**src/rtl/core/psce_pkg.sv**
```systemverilog
package psce_pkg;

    // Field widths
    localparam int unsigned REQ_W   = 2;
    localparam int unsigned ADDR_W  = 16;
    localparam int unsigned BYTE_W  = 8;
    localparam int unsigned EKIND_W = 3;
    localparam int unsigned OKIND_W = 3;
    localparam int unsigned LIMIT_W = 16;
    localparam int unsigned GAP_W   = 10;
    localparam int unsigned CFGI_W  = 2;
    localparam int unsigned CFGD_W  = 16;
    localparam int unsigned ATT_W   = 17;
    localparam int unsigned WAIT_W  = 26;
    localparam int unsigned MUL_W   = 10;

    // Request types
    localparam logic [REQ_W-1:0] REQ_CMD  = 2'd0;
    localparam logic [REQ_W-1:0] REQ_RDAT = 2'd1;
    localparam logic [REQ_W-1:0] REQ_TICK = 2'd2;

    // Entry kinds
    localparam logic [EKIND_W-1:0] EK_READ  = 3'd0;
    localparam logic [EKIND_W-1:0] EK_WRITE = 3'd1;
    localparam logic [EKIND_W-1:0] EK_POLL  = 3'd2;
    localparam logic [EKIND_W-1:0] EK_DELAY = 3'd3;
    localparam logic [EKIND_W-1:0] EK_END   = 3'd4;

    // Result kinds
    localparam logic [OKIND_W-1:0] OUT_READY = 3'd0;
    localparam logic [OKIND_W-1:0] OUT_READ  = 3'd1;
    localparam logic [OKIND_W-1:0] OUT_WRITE = 3'd2;
    localparam logic [OKIND_W-1:0] OUT_DONE  = 3'd3;
    localparam logic [OKIND_W-1:0] OUT_FAIL  = 3'd4;

    // Configuration register indexes
    localparam logic [CFGI_W-1:0] CFG_CUT   = 2'd0;
    localparam logic [CFGI_W-1:0] CFG_LIMIT = 2'd1;
    localparam logic [CFGI_W-1:0] CFG_GAP   = 2'd2;

    // Reset values and constants
    localparam logic [BYTE_W-1:0]  CUT_RESET   = 8'd1;
    localparam logic [LIMIT_W-1:0] LIMIT_RESET = 16'd5000;
    localparam logic [GAP_W-1:0]   GAP_RESET   = 10'd10;
    localparam logic [MUL_W-1:0]   MS_TO_US    = 10'd1000;
    localparam logic [ATT_W-1:0]   ATT_MAX     = {ATT_W{1'b1}};

endpackage

```
**src/rtl/core/power_sequence_command_engine.sv**
```systemverilog
// Power-sequence command engine. Each accepted item (a table entry, a bus
// read-data return or a one-microsecond tick) is handled in the cycle it is
// accepted, one item per clock sustained; the only limit is the result path,
// a result register backed by a one-entry skid stage, so o_in_stall rises only
// when two results wait behind a stalled output. Write configuration through
// the plain write port only while the engine is idle, which is not enforced.
// Poll attempts are counted per sequence, cleared by a done or failure result.
module power_sequence_command_engine (
    input  logic                          i_clk,
    input  logic                          i_rst_n,
    // configuration
    input  logic                          i_cfg_we,
    input  logic [psce_pkg::CFGI_W-1:0]   i_cfg_index,
    input  logic [psce_pkg::CFGD_W-1:0]   i_cfg_data,
    // input channel
    input  logic                          i_in_valid,
    output logic                          o_in_stall,
    input  logic [psce_pkg::REQ_W-1:0]    i_req_type,
    input  logic [psce_pkg::ADDR_W-1:0]   i_entry_address,
    input  logic [psce_pkg::BYTE_W-1:0]   i_entry_cut_mask,
    input  logic [psce_pkg::EKIND_W-1:0]  i_entry_kind,
    input  logic [psce_pkg::BYTE_W-1:0]   i_entry_mask,
    input  logic [psce_pkg::BYTE_W-1:0]   i_entry_value,
    input  logic [psce_pkg::BYTE_W-1:0]   i_read_data,
    // result channel
    output logic                          o_out_valid,
    input  logic                          i_out_stall,
    output logic [psce_pkg::OKIND_W-1:0]  o_out_kind,
    output logic [psce_pkg::ADDR_W-1:0]   o_bus_address,
    output logic [psce_pkg::BYTE_W-1:0]   o_bus_write_data
);
    import psce_pkg::*;

    typedef enum logic [2:0] {
        PH_IDLE,
        PH_WRITE_READ,
        PH_POLL_READ,
        PH_POLL_WAIT,
        PH_DELAY
    } t_phase;

    typedef struct packed {
        logic [OKIND_W-1:0] kind;
        logic [ADDR_W-1:0]  addr;
        logic [BYTE_W-1:0]  data;
    } t_result;

    // configuration
    logic [BYTE_W-1:0]  r_cut_version;
    logic [LIMIT_W-1:0] r_poll_limit;
    logic [GAP_W-1:0]   r_poll_gap;

    // sequencing state
    t_phase             r_phase,    n_phase;
    logic [ATT_W-1:0]   r_attempts, n_attempts;
    logic [WAIT_W-1:0]  r_wait,     n_wait;
    logic [ADDR_W-1:0]  r_haddr,    n_haddr;
    logic [BYTE_W-1:0]  r_hmask,    n_hmask;
    logic [BYTE_W-1:0]  r_hvalue,   n_hvalue;

    // result register and skid stage
    logic               r_out_valid, r_skid_valid;
    t_result            r_out, r_skid;

    logic               accept, out_take;
    logic               res_valid;
    t_result            res;
    logic [WAIT_W-1:0]  delay_us, wait_dec;
    logic               poll_match;

    assign accept   = i_in_valid && !r_skid_valid;
    assign out_take = r_out_valid && !i_out_stall;

    assign delay_us = (i_entry_value == '0)
                      ? WAIT_W'(i_entry_address)
                      : WAIT_W'(i_entry_address) * WAIT_W'(MS_TO_US);
    assign wait_dec = (r_wait != '0) ? r_wait - 1'b1 : '0;
    assign poll_match = ((i_read_data ^ r_hvalue) & r_hmask) == '0;

    // work out the next state and the result of the incoming item
    always_comb begin
        n_phase    = r_phase;
        n_attempts = r_attempts;
        n_wait     = r_wait;
        n_haddr    = r_haddr;
        n_hmask    = r_hmask;
        n_hvalue   = r_hvalue;
        res_valid  = 1'b0;
        res        = '{kind: OUT_READY, addr: '0, data: '0};
        case (i_req_type)
            REQ_CMD: begin
                if (r_phase == PH_IDLE) begin
                    res_valid = 1'b1;
                    if ((i_entry_cut_mask & r_cut_version) != '0) begin
                        case (i_entry_kind)
                            EK_WRITE, EK_POLL: begin
                                n_haddr  = i_entry_address;
                                n_hmask  = i_entry_mask;
                                n_hvalue = i_entry_value;
                                n_phase  = (i_entry_kind == EK_WRITE) ? PH_WRITE_READ
                                                                      : PH_POLL_READ;
                                res.kind = OUT_READ;
                                res.addr = i_entry_address;
                            end
                            EK_DELAY: begin
                                n_wait = delay_us;
                                if (delay_us != '0) begin
                                    n_phase   = PH_DELAY;
                                    res_valid = 1'b0;
                                end
                            end
                            EK_END: begin
                                n_attempts = '0;
                                res.kind   = OUT_DONE;
                            end
                            default: ;
                        endcase
                    end
                end
            end
            REQ_RDAT: begin
                if (r_phase == PH_WRITE_READ) begin
                    n_phase   = PH_IDLE;
                    res_valid = 1'b1;
                    res.kind  = OUT_WRITE;
                    res.addr  = r_haddr;
                    res.data  = (i_read_data & ~r_hmask) | (r_hvalue & r_hmask);
                end else if (r_phase == PH_POLL_READ) begin
                    if (r_attempts != ATT_MAX) begin
                        n_attempts = r_attempts + 1'b1;
                    end
                    if (r_attempts > ATT_W'(r_poll_limit)) begin
                        n_phase    = PH_IDLE;
                        n_attempts = '0;
                        res_valid  = 1'b1;
                        res.kind   = OUT_FAIL;
                    end else if (poll_match) begin
                        n_phase   = PH_IDLE;
                        res_valid = 1'b1;
                    end else if (r_poll_gap == '0) begin
                        res_valid = 1'b1;
                        res.kind  = OUT_READ;
                        res.addr  = r_haddr;
                    end else begin
                        n_wait  = WAIT_W'(r_poll_gap);
                        n_phase = PH_POLL_WAIT;
                    end
                end
            end
            REQ_TICK: begin
                if (r_phase == PH_POLL_WAIT || r_phase == PH_DELAY) begin
                    n_wait = wait_dec;
                    if (wait_dec == '0) begin
                        res_valid = 1'b1;
                        if (r_phase == PH_POLL_WAIT) begin
                            n_phase  = PH_POLL_READ;
                            res.kind = OUT_READ;
                            res.addr = r_haddr;
                        end else begin
                            n_phase = PH_IDLE;
                        end
                    end
                end
            end
            default: ;
        endcase
    end

    // hold configuration, state and the result stages
    always_ff @(posedge i_clk) begin
        if (!i_rst_n) begin
            r_cut_version <= CUT_RESET;
            r_poll_limit  <= LIMIT_RESET;
            r_poll_gap    <= GAP_RESET;
            r_phase       <= PH_IDLE;
            r_attempts    <= '0;
            r_wait        <= '0;
            r_haddr       <= '0;
            r_hmask       <= '0;
            r_hvalue      <= '0;
            r_out_valid   <= 1'b0;
            r_skid_valid  <= 1'b0;
        end else begin
            if (i_cfg_we) begin
                case (i_cfg_index)
                    CFG_CUT:   r_cut_version <= i_cfg_data[BYTE_W-1:0];
                    CFG_LIMIT: r_poll_limit  <= i_cfg_data[LIMIT_W-1:0];
                    CFG_GAP:   r_poll_gap    <= i_cfg_data[GAP_W-1:0];
                    default: ;
                endcase
            end
            if (accept) begin
                r_phase    <= n_phase;
                r_attempts <= n_attempts;
                r_wait     <= n_wait;
                r_haddr    <= n_haddr;
                r_hmask    <= n_hmask;
                r_hvalue   <= n_hvalue;
            end
            // advance the skid stage, else store a new result or retire one
            if (r_skid_valid) begin
                if (out_take) begin
                    r_out        <= r_skid;
                    r_skid_valid <= 1'b0;
                end
            end else if (accept && res_valid) begin
                if (!r_out_valid || out_take) begin
                    r_out       <= res;
                    r_out_valid <= 1'b1;
                end else begin
                    r_skid       <= res;
                    r_skid_valid <= 1'b1;
                end
            end else if (out_take) begin
                r_out_valid <= 1'b0;
            end
        end
    end

    assign o_in_stall       = r_skid_valid;
    assign o_out_valid      = r_out_valid;
    assign o_out_kind       = r_out.kind;
    assign o_bus_address    = r_out.addr;
    assign o_bus_write_data = r_out.data;

endmodule

```
**config.mk**
```make
export PLATFORM = sky130hd
export DESIGN_NAME = power_sequence_command_engine
export DESIGN_NICKNAME = d
export VERILOG_FILES = /design/src/rtl/core/psce_pkg.sv /design/src/rtl/core/power_sequence_command_engine.sv
export SDC_FILE = /design/constraint.sdc
export NUM_CORES = 1
export LEC_CHECK = 0
export BUFFER_PORTS_ARGS = -buffer_cell sky130_fd_sc_hd__buf_2
export CAP_MARGIN = 20
export CORE_MARGIN = 10
export CORE_UTILIZATION = 35
export CTS_BUF_LIST = sky130_fd_sc_hd__clkbuf_8
export CTS_CLUSTER_DIAMETER = 60
export DETAILED_ROUTE_END_ITERATION = 6
export SLEW_MARGIN = 30
export SYNTH_ARGS = -nofsm -noshare
export SYNTH_HDL_FRONTEND = slang
export SYNTH_SLANG_ARGS = --single-unit
```
**constraint.sdc**
```tcl
create_clock -name i_clk -period 7.25 [get_ports i_clk]
set_input_delay 0 -clock i_clk [delete_from_list [all_inputs] [get_ports i_clk]]
set_output_delay 0 -clock i_clk [all_outputs]
set_load 0.01 [all_outputs]
```
# == After elaboration in Yosys (flattened, before gate mapping) ==
# Index checks and enable logic that the tools add are counted.
# totals
register_bits,168
latch_bits,0
ram_bits,0
mem_bits_ro,0
wordCells,168
memories,0
# op_classes
addsub,2
multipliers,1
div_mod_pow,0
n_lt_le_gt_ge,1
eq_ne,31
shifts,0
mux,73
bitwise,9
reduce_logical,34
# op_table
op,count
$mux W26,11
$mux W17,11
$mux W27,4
$mux W19,5
$pmux W26 S3,1
$pmux W19 S3,1
$reduce_bool A26 Y1,2
$pmux W17 S2,1
$mux W3,11
$and A8 B8 Y8,4
$mux W16,2
$logic_not A26 Y1,1
$sub A26 B1 Y26 const B,1
$mul A16 B7 Y23 const B,1
$mux W1,18
$ne A2 B2 Y1 const B,9
$add A17 B1 Y17 const B,1
$gt A17 B16 Y1,1
$ne A17 B17 Y1 const B,1
$logic_not A8 Y1,2
$mux W8,2
$eq A3 B2 Y1 const B,4
$reduce_and A11 Y1,1
$logic_not A10 Y1,1
32 further kinds,55

# == Depth between registers and ports, before layout ==
# Gate-level depths: netlist of the first run.
# depth
word_depth,11
ltp_mapped,20

# == Worst setup path after synthesis of the first run ==
# OpenSTA, ideal clock, no wires.
# synth_path
path_kind,in2reg
startpoint,input i_entry_address[9] (netlist bit)
endpoint,"register r_out, in the netlist o_bus_address[0], enable pin"
setup_time_ns,0.414
arrival_ns,5.782
slack_ns,1.054
stages,19
path_buffers,0
path_cell_list,inv_1 -> fa_1 -> fa_1 -> inv_1 -> fa_1 -> inv_1 -> fa_1 -> inv_1 -> ha_1 -> a21oi_1 -> o21ai_0 -> or3_1 -> nor3_1 -> a211oi_1 -> o41ai_1 -> and4_1 -> o211a_1 -> o311ai_1 -> a221oi_2
# synth_between
elab_chain_len,11
# synth_rtl
item,line_no,rtl
from (decl),power_sequence_command_engine.sv:19,"input logic [psce_pkg::ADDR_W-1:0] i_entry_address,"
$mul A16 B7 Y23,power_sequence_command_engine.sv:76,: WAIT_W'(i_entry_address) * WAIT_W'(MS_TO_US);
$mux W26 (*),power_sequence_command_engine.sv:75,? WAIT_W'(i_entry_address)
$reduce_bool A26 Y1 (*),power_sequence_command_engine.sv:107,if (delay_us != '0) begin
$mux W1 (*),power_sequence_command_engine.sv:107,
$mux W1 (*),power_sequence_command_engine.sv:95,case (i_entry_kind)
$mux W1 (*),power_sequence_command_engine.sv:94,if ((i_entry_cut_mask & r_cut_version) != '0) begin
$mux W1 (*),power_sequence_command_engine.sv:92,if (r_phase == PH_IDLE) begin
$pmux W1 S3 (*),power_sequence_command_engine.sv:90,case (i_req_type)
$logic_and A1 B1 Y1 (*),power_sequence_command_engine.sv:206,end else if (accept && res_valid) begin
$reduce_bool A2 Y1 (no line) (*),-,
$reduce_and A4 Y1 (no line) (*),-,
to (signal assigned),power_sequence_command_engine.sv:203,r_out <= r_skid;
to (signal assigned),power_sequence_command_engine.sv:208,r_out <= res;
to (decl),power_sequence_command_engine.sv:63,"t_result r_out, r_skid;"
# Every way passes the cells marked *; elsewhere a longest branch is shown, timed or not.
# A chain may end at the register's enable or synchronous reset.

# == Final worst setup path of the first run ==
# layout_path
startpoint,input i_entry_address[8] (netlist bit)
endpoint,"register r_skid_valid, in the netlist o_in_stall"
# layout_between
elab_chain_len,11
# layout_rtl
item,line_no,rtl
$mul A16 B7 Y23,power_sequence_command_engine.sv:76,
$mux W26 (*),power_sequence_command_engine.sv:75,
$reduce_bool A26 Y1 (*),power_sequence_command_engine.sv:107,
$mux W1 (*),power_sequence_command_engine.sv:107,
$mux W1 (*),power_sequence_command_engine.sv:95,
$mux W1 (*),power_sequence_command_engine.sv:94,
$mux W1 (*),power_sequence_command_engine.sv:92,
$pmux W1 S3 (*),power_sequence_command_engine.sv:90,
$logic_and A1 B1 Y1 (*),power_sequence_command_engine.sv:206,
$mux W1 (*),power_sequence_command_engine.sv:206,
$mux W1 (*),power_sequence_command_engine.sv:201,if (r_skid_valid) begin
to (signal assigned),power_sequence_command_engine.sv:182,r_skid_valid <= 1'b0;
to (signal assigned),power_sequence_command_engine.sv:204,r_skid_valid <= 1'b0;
to (signal assigned),power_sequence_command_engine.sv:212,r_skid_valid <= 1'b1;
to (decl),power_sequence_command_engine.sv:62,"logic r_out_valid, r_skid_valid;"
# Marks and branches as above.

==> impl_metrics.toml, run 1 <==
[worst_setup_path]
critPathKind = "in2reg"
end_kind = "flop"
startpoint_type = "input pin"
crit_arrival_ps = 6770
crit_fanout = 7
cp.required_ps = 7610

[clock_network]
cts-buffers-inserted = 17
clk_latency_ps = 480
h-tree-depth = 4
clk_pin_slew_ps = 90
clockBufferDepth = 2
cts_tree = "yes"
cts_resized = 0
clock-root-buffer = "clkbuf_8"
cts_sinks = 168

[yosys]
netlist_top_cells_count = "nand2_1, a21oi_1, nor2_1, dfxtp_1, inv_1"
ys_top_cells_by_area = "dfxtp_1, edfxtp_1, fa_1"
synth.cell_area_um2 = 11850
yosysMostFrequentCell = "nand2_1"
synth-simple-area-share_pct = 18.81
syn_avg_cell_area_um2 = 8.668
ys_types = 82
synth_top_area_cell = "dfxtp_1"
synth_fa_ha_area_share_pct = 17.04
synth_edf_count = 54
synth-xor-area-share_pct = 3.031
synth_top_area_share_pct = 19.26
synth_compound_area_share_pct = 19.19
ys_seq_area_share_pct = 32.95
async_flop_share_pct = 0
ys_ff_latch = 168
yosys_most_used_dff = "dfxtp_1"
synthMuxAreaShare_pct = 3.010
synth_cells = 1367
syn_nets = 1572
synth_top_family_by_area = "compound AO/OA/AOI/OAI gates"
synth_warnings = 0

[power_and_ir_drop]
peakVddDrop_uv = 150.7
power.density_nw_per_um2 = 283.0
p_leak_uw = 0.005689

[global_route]
grt_max_degree = 87
antenna_found_initial = 0
grt_use_total_pct = 16.11
grt_pass1_vias = 10140
grt_pass1_wl_um = 54560
overflow = 0

[die]
num_io_pins = 105
row_count = 67
start_util_pct = 35.42
core_area_um2 = 33450
die-width_um = 204.0
dieArea_um2 = 41610
fp.dieH_um = 204.0

[place]
gp_congestion = 0.9571
dp_hpwl_um = 25220
io_buffers = 104
place_area_um2 = 12780
dpl.cell_count = 1863

[drt]
post-route-drc-count = 0
postRouteAntennaNets = 0
viasPerCell = 5.290
avgRoutedWirePerCell_um = 17.18
routed_wl_um = 33680
drt-initial-drc-count = 671
route.top_layer_used = "met4"
vias = 10370
routed-wl-met3_um = 1535
drt-pass1-iter-count = 7
routed-wl-met2_um = 15970
wl_met1_um = 15460

[sta]
maxSlewViolCount = 0
clock_skew_ps = 17.90
hold_viol_final = 0
fin_crit_ps = 6414
maxSlewHeadroom_pct = 39.45
tns_ps = 0
rsz0062_at_grt = "no"
max_freq_mhz = 155.9
worst_pin_slew_ps = 908.2
period_share_pct = 88.46
setup_viol = 0

[cells_and_area]
final_nets = 1704
final_cell_count_no_fill = 1960
final_area_um2 = 13880
n_fill_cell = 3336
layout-drive-gt1-share_pct = 13.03
antennaDiodeCount = 0
areaGrowthSynthToFinish_pct = 17.18

[min_path]
hp-class = "in2reg"

[job]
cap_violations = 0

[status]
outcome = "finished, final reports clean"
## where the power goes
part / internal [uW] / switching [uW]
Combinational: 805 / 1330
Clock: 405 / 355
Sequential: 995 / 41.1
Total: 2200 / 1720
## layout by cell type (no fill, tap or decap), types with 13 or more instances in the layout
master	Yosys	final
nand2_1	191	191
a21oi_1	131	131
nor2_1	125	123
dfxtp_1	114	114
inv_1	109	111
buf_2	3	104
ha_1	75	75
dlygate4sd3_1	0	65
fa_1	54	54
edfxtp_1	54	54
o21ai_0	41	41
mux2i_1	30	30
xor2_1	28	28
nor3_1	25	25
nand3_1	23	23
clkbuf_8	0	17
o31ai_1	16	16
nand4_1	15	15
a21o_1	15	15
a31oi_1	14	14
xnor2_1	13	13
nor4_1	14	13
o211ai_1	13	13
buf_4	0	13
## through the flow
step / total power (uW) / util, % / hold slack (ps) / setup slack [ps]
after floorplan: 2586 / - / 125.1 / 1054
after global placement: 3142 / 38.20 / 233.4 / 1087
after detailed placement: 3128 / 38.22 / 233.5 / 1071
after CTS: 3928 / 41.50 / 26.41 / 842.9
after global routing: 4247 / 41.51 / 62.14 / 340.9
final: 3929 / 41.51 / 65.20 / 836.3
## worst max-delay path, cell delays in order
cell,delay (ps)
dlygate4sd3_1,540
buf_2,180
inv_1,210
fa_1,480
fa_1,510
inv_1,50
fa_1,490
inv_1,50
fa_1,510
inv_1,50
ha_1,380
a21oi_1,350
o21ai_0,230
o31ai_1,290
o211ai_1,150
xnor2_1,250
o31ai_1,90
and4_1,300
o211a_1,240
o311ai_1,670
o22ai_1,130
dlygate4sd3_1,600
## kinds of logic (layout without fill, tap and decap cells)
family,Yosys count,after routing
simple gates,468,468
buf+inv,181,326
flops,168,168
mux,35,35
fa+ha+maj,129,129
compound gates,345,345
xor+xnor,41,41
## state kept, by name, indices dropped and copies added, names as in the netlist, 8 cells and up
signal / cells
o_bus_address: 16
o_bus_write_data: 8
r_attempts: 17
r_cut_version: 8
r_haddr: 16
r_hmask: 8
r_hvalue: 8
r_poll_gap: 10
r_poll_limit: 16
r_skid: 27
r_wait: 26
## repair_timing
| item | in CTS | in global routing |
|---|---|---|
| hold buffers | 65 | 0 |
| hold endpoints to repair | 82 | 0 |
| buffers inserted | 0 | 0 |
## path summary, 6_finish.rpt
| check | cells after the start | to | slack, ps | from |
|---|---|---|---|---|
| setup reg to reg | 12 | o_bus_address[15] | 3150 | r_wait[0] |
| hold / removal | 5 | r_poll_limit[4] | 70 | i_cfg_index[1] |
| setup / recovery | 22 | o_in_stall | 840 | i_entry_address[8] |
| hold reg to reg | 2 | r_haddr[14] | 460 | r_haddr[14] |
## area by class of cell
| type | instances | area, um2 | share of cell area [%] |
|---|---|---|---|
| Tap cell | 448 | 560.5 | 4.037 |
| Clock buffer | 17 | 234.0 | 1.685 |
| Sequential cell | 168 | 3904 | 28.12 |
| Clock inverter | 15 | 210.2 | 1.514 |
| Multi-Input combinational cell | 1018 | 7279 | 52.43 |
| Timing Repair Buffer | 183 | 1280 | 9.219 |
| Inverter | 111 | 416.7 | 3.001 |
## routing by layer
| metal | vias to the layer above | global-route usage, % |
|---|---|---|
| li1 | 5077 | - |
| met1 | 4961 | 21.71 |
| met2 | 286 | 26.15 |
| met3 | 45 | 2.489 |
| met4 | 0 | 4.734 |
| met5 | - | 0 |
(Power assumes the default switching activity.)
==> run 2, diff against run 1 <==
Settings changed: CAP_MARGIN 20 to not set, CORE_UTILIZATION 35 to 54, PLACE_DENSITY set to 0.73.
==> run 2 against run 1 <==
Design area decreased by 1.5%; highest routed layer unchanged; largest power group unchanged; sequential power about the same; sequential share of layout area increased by 0.43 points; critical path type unchanged; utilization increased by 22 points; routed wire length decreased by 0.62%; setup slack got worse by 83 ps; final cell count decreased by 8.4%; maximum frequency decreased by 1.3%; die area decreased by 32%.
==> impl_metrics.toml, run 2 (synthesized netlist as in run 1, its figures left out) <==
[drt]
drt-pass1-iter-count = 5
avgRoutedWirePerCell_um = 18.65
postRouteAntennaNets = 0
vias = 10660
drt-initial-drc-count = 841
routed_wl_um = 33470
post-route-drc-count = 0
viasPerCell = 5.938

[worst_setup_path]
cp_top_family = "adder cells"
crit_end = "r_skid[16]"
r2r_end = "r_skid[16]"
crit_path_start = "i_entry_address[8]"
slowest_delay_ps = 580
cp.required_ps = 7430
end_kind = "flop"
critPathKind = "in2reg"
r2r_start = "r_wait[0]"
startpoint_type = "input pin"
reg2reg_depth = 12
crit_chain = "dlygate4sd3_1 > buf_2 > inv_1 > fa_1 > fa_1 > inv_1 > fa_1 > inv_1 > fa_1 > inv_1 > ha_1 > nand2_1 > nor4_1 > nand4b_1 > o211ai_1 > mux2i_1 > nor4b_1 > and4_1 > o211a_1 > o311ai_1 > nor2_2 > buf_4"
path_buf_inv = 7
slowest_stage = "nor2_2"
r2r_slack_ps = 2820
crit_arrival_ps = 6670
worst-path-stages = 22
crit_fanout = 16

[status]
outcome = "finished, final reports clean"

[clock_network]
cts-buffers-inserted = 17
cts_resized = 0
cts_tree = "yes"
h-tree-depth = 4
clockBufferDepth = 2
cts_sinks = 168
clk_pin_slew_ps = 110
clock-root-buffer = "clkbuf_8"
clk_latency_ps = 490

[global_route]
antenna_found_initial = 1
grt_use_total_pct = 23.11
overflow = 0
grt_pass1_wl_um = 53990
grt_pass1_vias = 10350
grt_max_degree = 87

[sta]
max_freq_mhz = 153.9
setup_viol = 0
maxSlewHeadroom_pct = 43.44
maxSlewViolCount = 0
worst_pin_slew_ps = 840.6
rsz0062_at_grt = "no"
hold_viol_final = 0
period_share_pct = 89.61
tns_ps = 0
fin_crit_ps = 6497
clock_skew_ps = 25.87

[die]
num_io_pins = 105
start_util_pct = 54.63
dieArea_um2 = 28270
core_area_um2 = 21690
fp.dieH_um = 168.1
die-width_um = 168.1
row_count = 54

[cells_and_area]
areaGrowthSynthToFinish_pct = 15.41
final_util_pct = 63.05
largest_register_ffs = 27
largestRegisters = "r_skid x27, r_wait x26, r_attempts x17"
layout_common_cells = "nand2_1, a21oi_1, nor2_1"
final_cell_count_no_fill = 1795
largest_register = "r_skid"
layout-drive-gt1-share_pct = 13.34
final_area_um2 = 13670
mostFrequentLayoutCell = "nand2_1"
final_nets = 1706

[power_and_ir_drop]
power.density_nw_per_um2 = 285.4
p_leak_uw = 0.005674
peakVddDrop_uv = 155.0

[place]
io_buffers = 104
dpl.cell_count = 1697
dp_hpwl_um = 24280
place_area_um2 = 12590
gp_congestion = 0.9720

[job]
cap_violations = 0

[min_path]
hp-class = "in2reg"
run 2: cell count changes in the layout (fill, tap and decap cells not counted), sizes merged:
cell,delta
buf,+2
bufinv,-5
clkinv,+1
clkinvlp,-2
diode,+1
inv,+6
run 2: layer usage:
metal  track usage, %  part of all wire (%)  up-vias
met1            31.18                    44     5075
met2            35.98                    46      434
li1                 -                     -     5095
met5                0                     0        -
met4            6.851                   2.3        0
met3            5.565                   8.0       54
run 2: where the power goes:
| group | switching (uW) | internal [uW] | total, uW | leakage, uW |
|---|---|---|---|---|
| clock | 438 | 271 | 709 | 0.000209 |
| combinational | 1340 | 813 | 2160 | 0.00398 |
| sequential | 41.5 | 995 | 1040 | 0.00148 |
run 2: layout make-up:
cell class,count,area (um2)
Fill cell,1831,8014
Clock buffer,17,234.0
Timing Repair Buffer,185,1295
Multi-Input combinational cell,1018,7279
Tap cell,280,350.3
Antenna cell,1,2.502
Clock inverter,15,192.7
Sequential cell,168,3904
Inverter,111,416.7
run 2: worst min-delay path by stage:
stage,start,end,slack [ps],depth (start not counted)
6_report,i_cfg_index[1],r_poll_limit[4],40,5
5_1_grt,i_cfg_index[1],r_poll_limit[11],70,5
4_1_cts,i_cfg_index[1],r_poll_limit[13],20,5
3_5_place_dp,i_cfg_data[12],r_poll_limit[12],230,3
3_3_place_gp,i_cfg_data[12],r_poll_limit[12],230,3
2_1_floorplan,i_cfg_data[1],r_poll_gap[1],130,2
run 2: worst reg2reg max path, cell delays in order (launching register included):
cell and delay (ps):
dfxtp_1 370, inv_1 90, ha_1 250, nor4b_2 600
nand4_1 240, xor2_1 190, nand4_1 110, or3_1 360
o32ai_1 500, and4b_1 270, o311ai_1 210, nor2_2 580
buf_4 360
run 2: what timing repair did:
item | 4_1_cts | 5_1_grt
hold endpoints to repair | 79 | 0
setup buffers | 0 | 0
hold buffers | 65 | 0
run 2: through the flow:
step / setup WS [ps] / power, uW / hold slack (ps)
after global routing: 364.1 / 4168 / 70.09
after CTS: 802.3 / 3861 / 21.41
final: 753.4 / 3903 / 38.21
after floorplan: 1054 / 2586 / 125.1
after global placement: 938.7 / 3139 / 227.8
after detailed placement: 868.0 / 3124 / 234.9
==> run 3, diff against run 2 <==
Settings changed: REMOVE_ABC_BUFFERS set to 1.
Clock period 7.25 ns to 8.03 ns, I/O delays scaled along.
==> run 3 against run 2 <==
Die area stayed put; global-route usage fell by 0.12 points; sequential power decreased by 10%; combinational power fell by 11%; flip-flop and latch count stayed put; setup slack improved by 760 ps; clock skew fell by 8.3 ps; sequential share of layout area is 0.13 points higher; design area is 0.47% lower; register-to-register slack better by 1000 ps; largest cell class unchanged; largest power group unchanged.
==> impl_metrics.toml, run 3 (synthesized netlist as in run 1, its figures left out) <==
[worst_setup_path]
startpoint_type = "input pin"
end_kind = "flop"
crit_arrival_ps = 6890
crit_fanout = 6
r2r_slack_ps = 3850
critPathKind = "in2reg"
cp.required_ps = 8400

[place]
gp_congestion = 0.9157
io_buffers = 104
dp_hpwl_um = 23430
pre_cts_ws_ps = 1822

[global_route]
grt_use_total_pct = 22.99
grt_pass1_vias = 10440
grt_pass1_wl_um = 54080
overflow = 0
antenna_found_initial = 0
grt_max_degree = 88

[drt]
vias = 10570
post-route-drc-count = 0
routed_wl_um = 33050
avgRoutedWirePerCell_um = 18.45
viasPerCell = 5.902
postRouteAntennaNets = 0
drt-pass1-iter-count = 5
drt-initial-drc-count = 961

[sta]
worst_pin_slew_ps = 980.1
maxSlewHeadroom_pct = 34.66
setup_viol = 0
hold_ws_ps = 31.65
rsz0062_at_grt = "no"
fin_crit_ps = 6517
max_freq_mhz = 153.5
tns_ps = 0
clock_skew_ps = 17.58
maxSlewViolCount = 0
period_share_pct = 81.15
hold_viol_final = 0
fin_ws_ps = 1513

[power_and_ir_drop]
peakVddDrop_uv = 176.3
p_leak_uw = 0.005655
power.density_nw_per_um2 = 254.8
comb_power_share_pct = 55.7
p_int_uw = 1860
power_switching_uw = 1608
fin_total_pwr_uw = 3467
switching_share_pct = 46.37
clkPwrFrac_pct = 17.3
pwr-share-seq_pct = 27.0

[die]
die-width_um = 168.1
start_util_pct = 54.63
num_io_pins = 105
dieArea_um2 = 28270
fp.dieH_um = 168.1
row_count = 54
core_area_um2 = 21690

[clock_network]
postCtsSetupRepairBufs = 0
clk_pin_slew_ps = 100
cts_resized = 0
clockBufferDepth = 2
clock-root-buffer = "clkbuf_8"
cts.hold.buffers_added = 64
clk_latency_ps = 490
cts_tree = "yes"
cts_sinks = 168
h-tree-depth = 4
cts-buffers-inserted = 17

[min_path]
hp-class = "in2reg"

[job]
cap_violations = 0

[cells_and_area]
areaGrowthSynthToFinish_pct = 14.87
largest_register_ffs = 27
final_util_pct = 62.76
largest_register = "r_skid"
layout-drive-gt1-share_pct = 13.17
mostFrequentLayoutCell = "nand2_1"
final_nets = 1703
layout_common_cells = "nand2_1, a21oi_1, nor2_1"
largestRegisters = "r_skid x27, r_wait x26, r_attempts x17"
antennaDiodeCount = 0

[status]
outcome = "finished, final reports clean"
-- run 3: metal layers --
metal	vias up	GRT usage, %	wire [um]
li1	5094	-	-
met1	5046	30.33	14450
met2	380	36.45	15460
met3	50	5.751	2494
met4	0	6.813	637
met5	-	0	0
-- run 3: worst paths after layout --
path / depth (start not counted) / end / from
setup reg to reg: 12 / o_bus_address[11] / r_wait[0]
hold / removal: 5 / r_poll_limit[13] / i_cfg_index[1]
setup / recovery: 20 / o_in_stall / i_entry_address[7]
hold reg to reg: 2 / r_haddr[1] / r_haddr[1]
-- run 3: stage by stage --
stage | instance area (um2) | std cells
floorplan | 11560 | 1297
global placement | 12570 | 1695
detailed placement | 12570 | 1695
CTS | 13610 | 1791
global route | 13610 | 1791
finish | 13610 | 1791
-- run 3: cell type report --
| class | instances | area (um2) |
|---|---|---|
| Fill cell | 1811 | 8078 |
| Multi-Input combinational cell | 1018 | 7278 |
| Sequential cell | 168 | 3904 |
| Timing Repair Buffer | 182 | 1270 |
| Inverter | 111 | 416.7 |
| Tap cell | 280 | 350.3 |
| Clock buffer | 17 | 234.0 |
| Clock inverter | 15 | 157.7 |
-- run 3: power groups by stage --
stage	clock, uW	combinational [uW]	sequential (uW)
after floorplan	0	1380	946
after global placement	0	1840	953
after detailed placement	0	1840	954
after CTS	604	1890	934
after global routing	638	2140	939
final	600	1930	936
-- run 3: critical path, cell delays in order --
cell and delay (ps):
dlygate4sd3_1 540, buf_2 170, inv_1 260, fa_1 500, fa_1 500, fa_1 520
fa_1 540, inv_1 50, ha_1 340, a21oi_1 260, o21ai_0 190, a21oi_1 310
a31oi_1 140, a311oi_1 440, o31ai_1 130, and4_1 300, o211a_1 240, o311ai_1 720
o22ai_1 130, dlygate4sd3_1 600
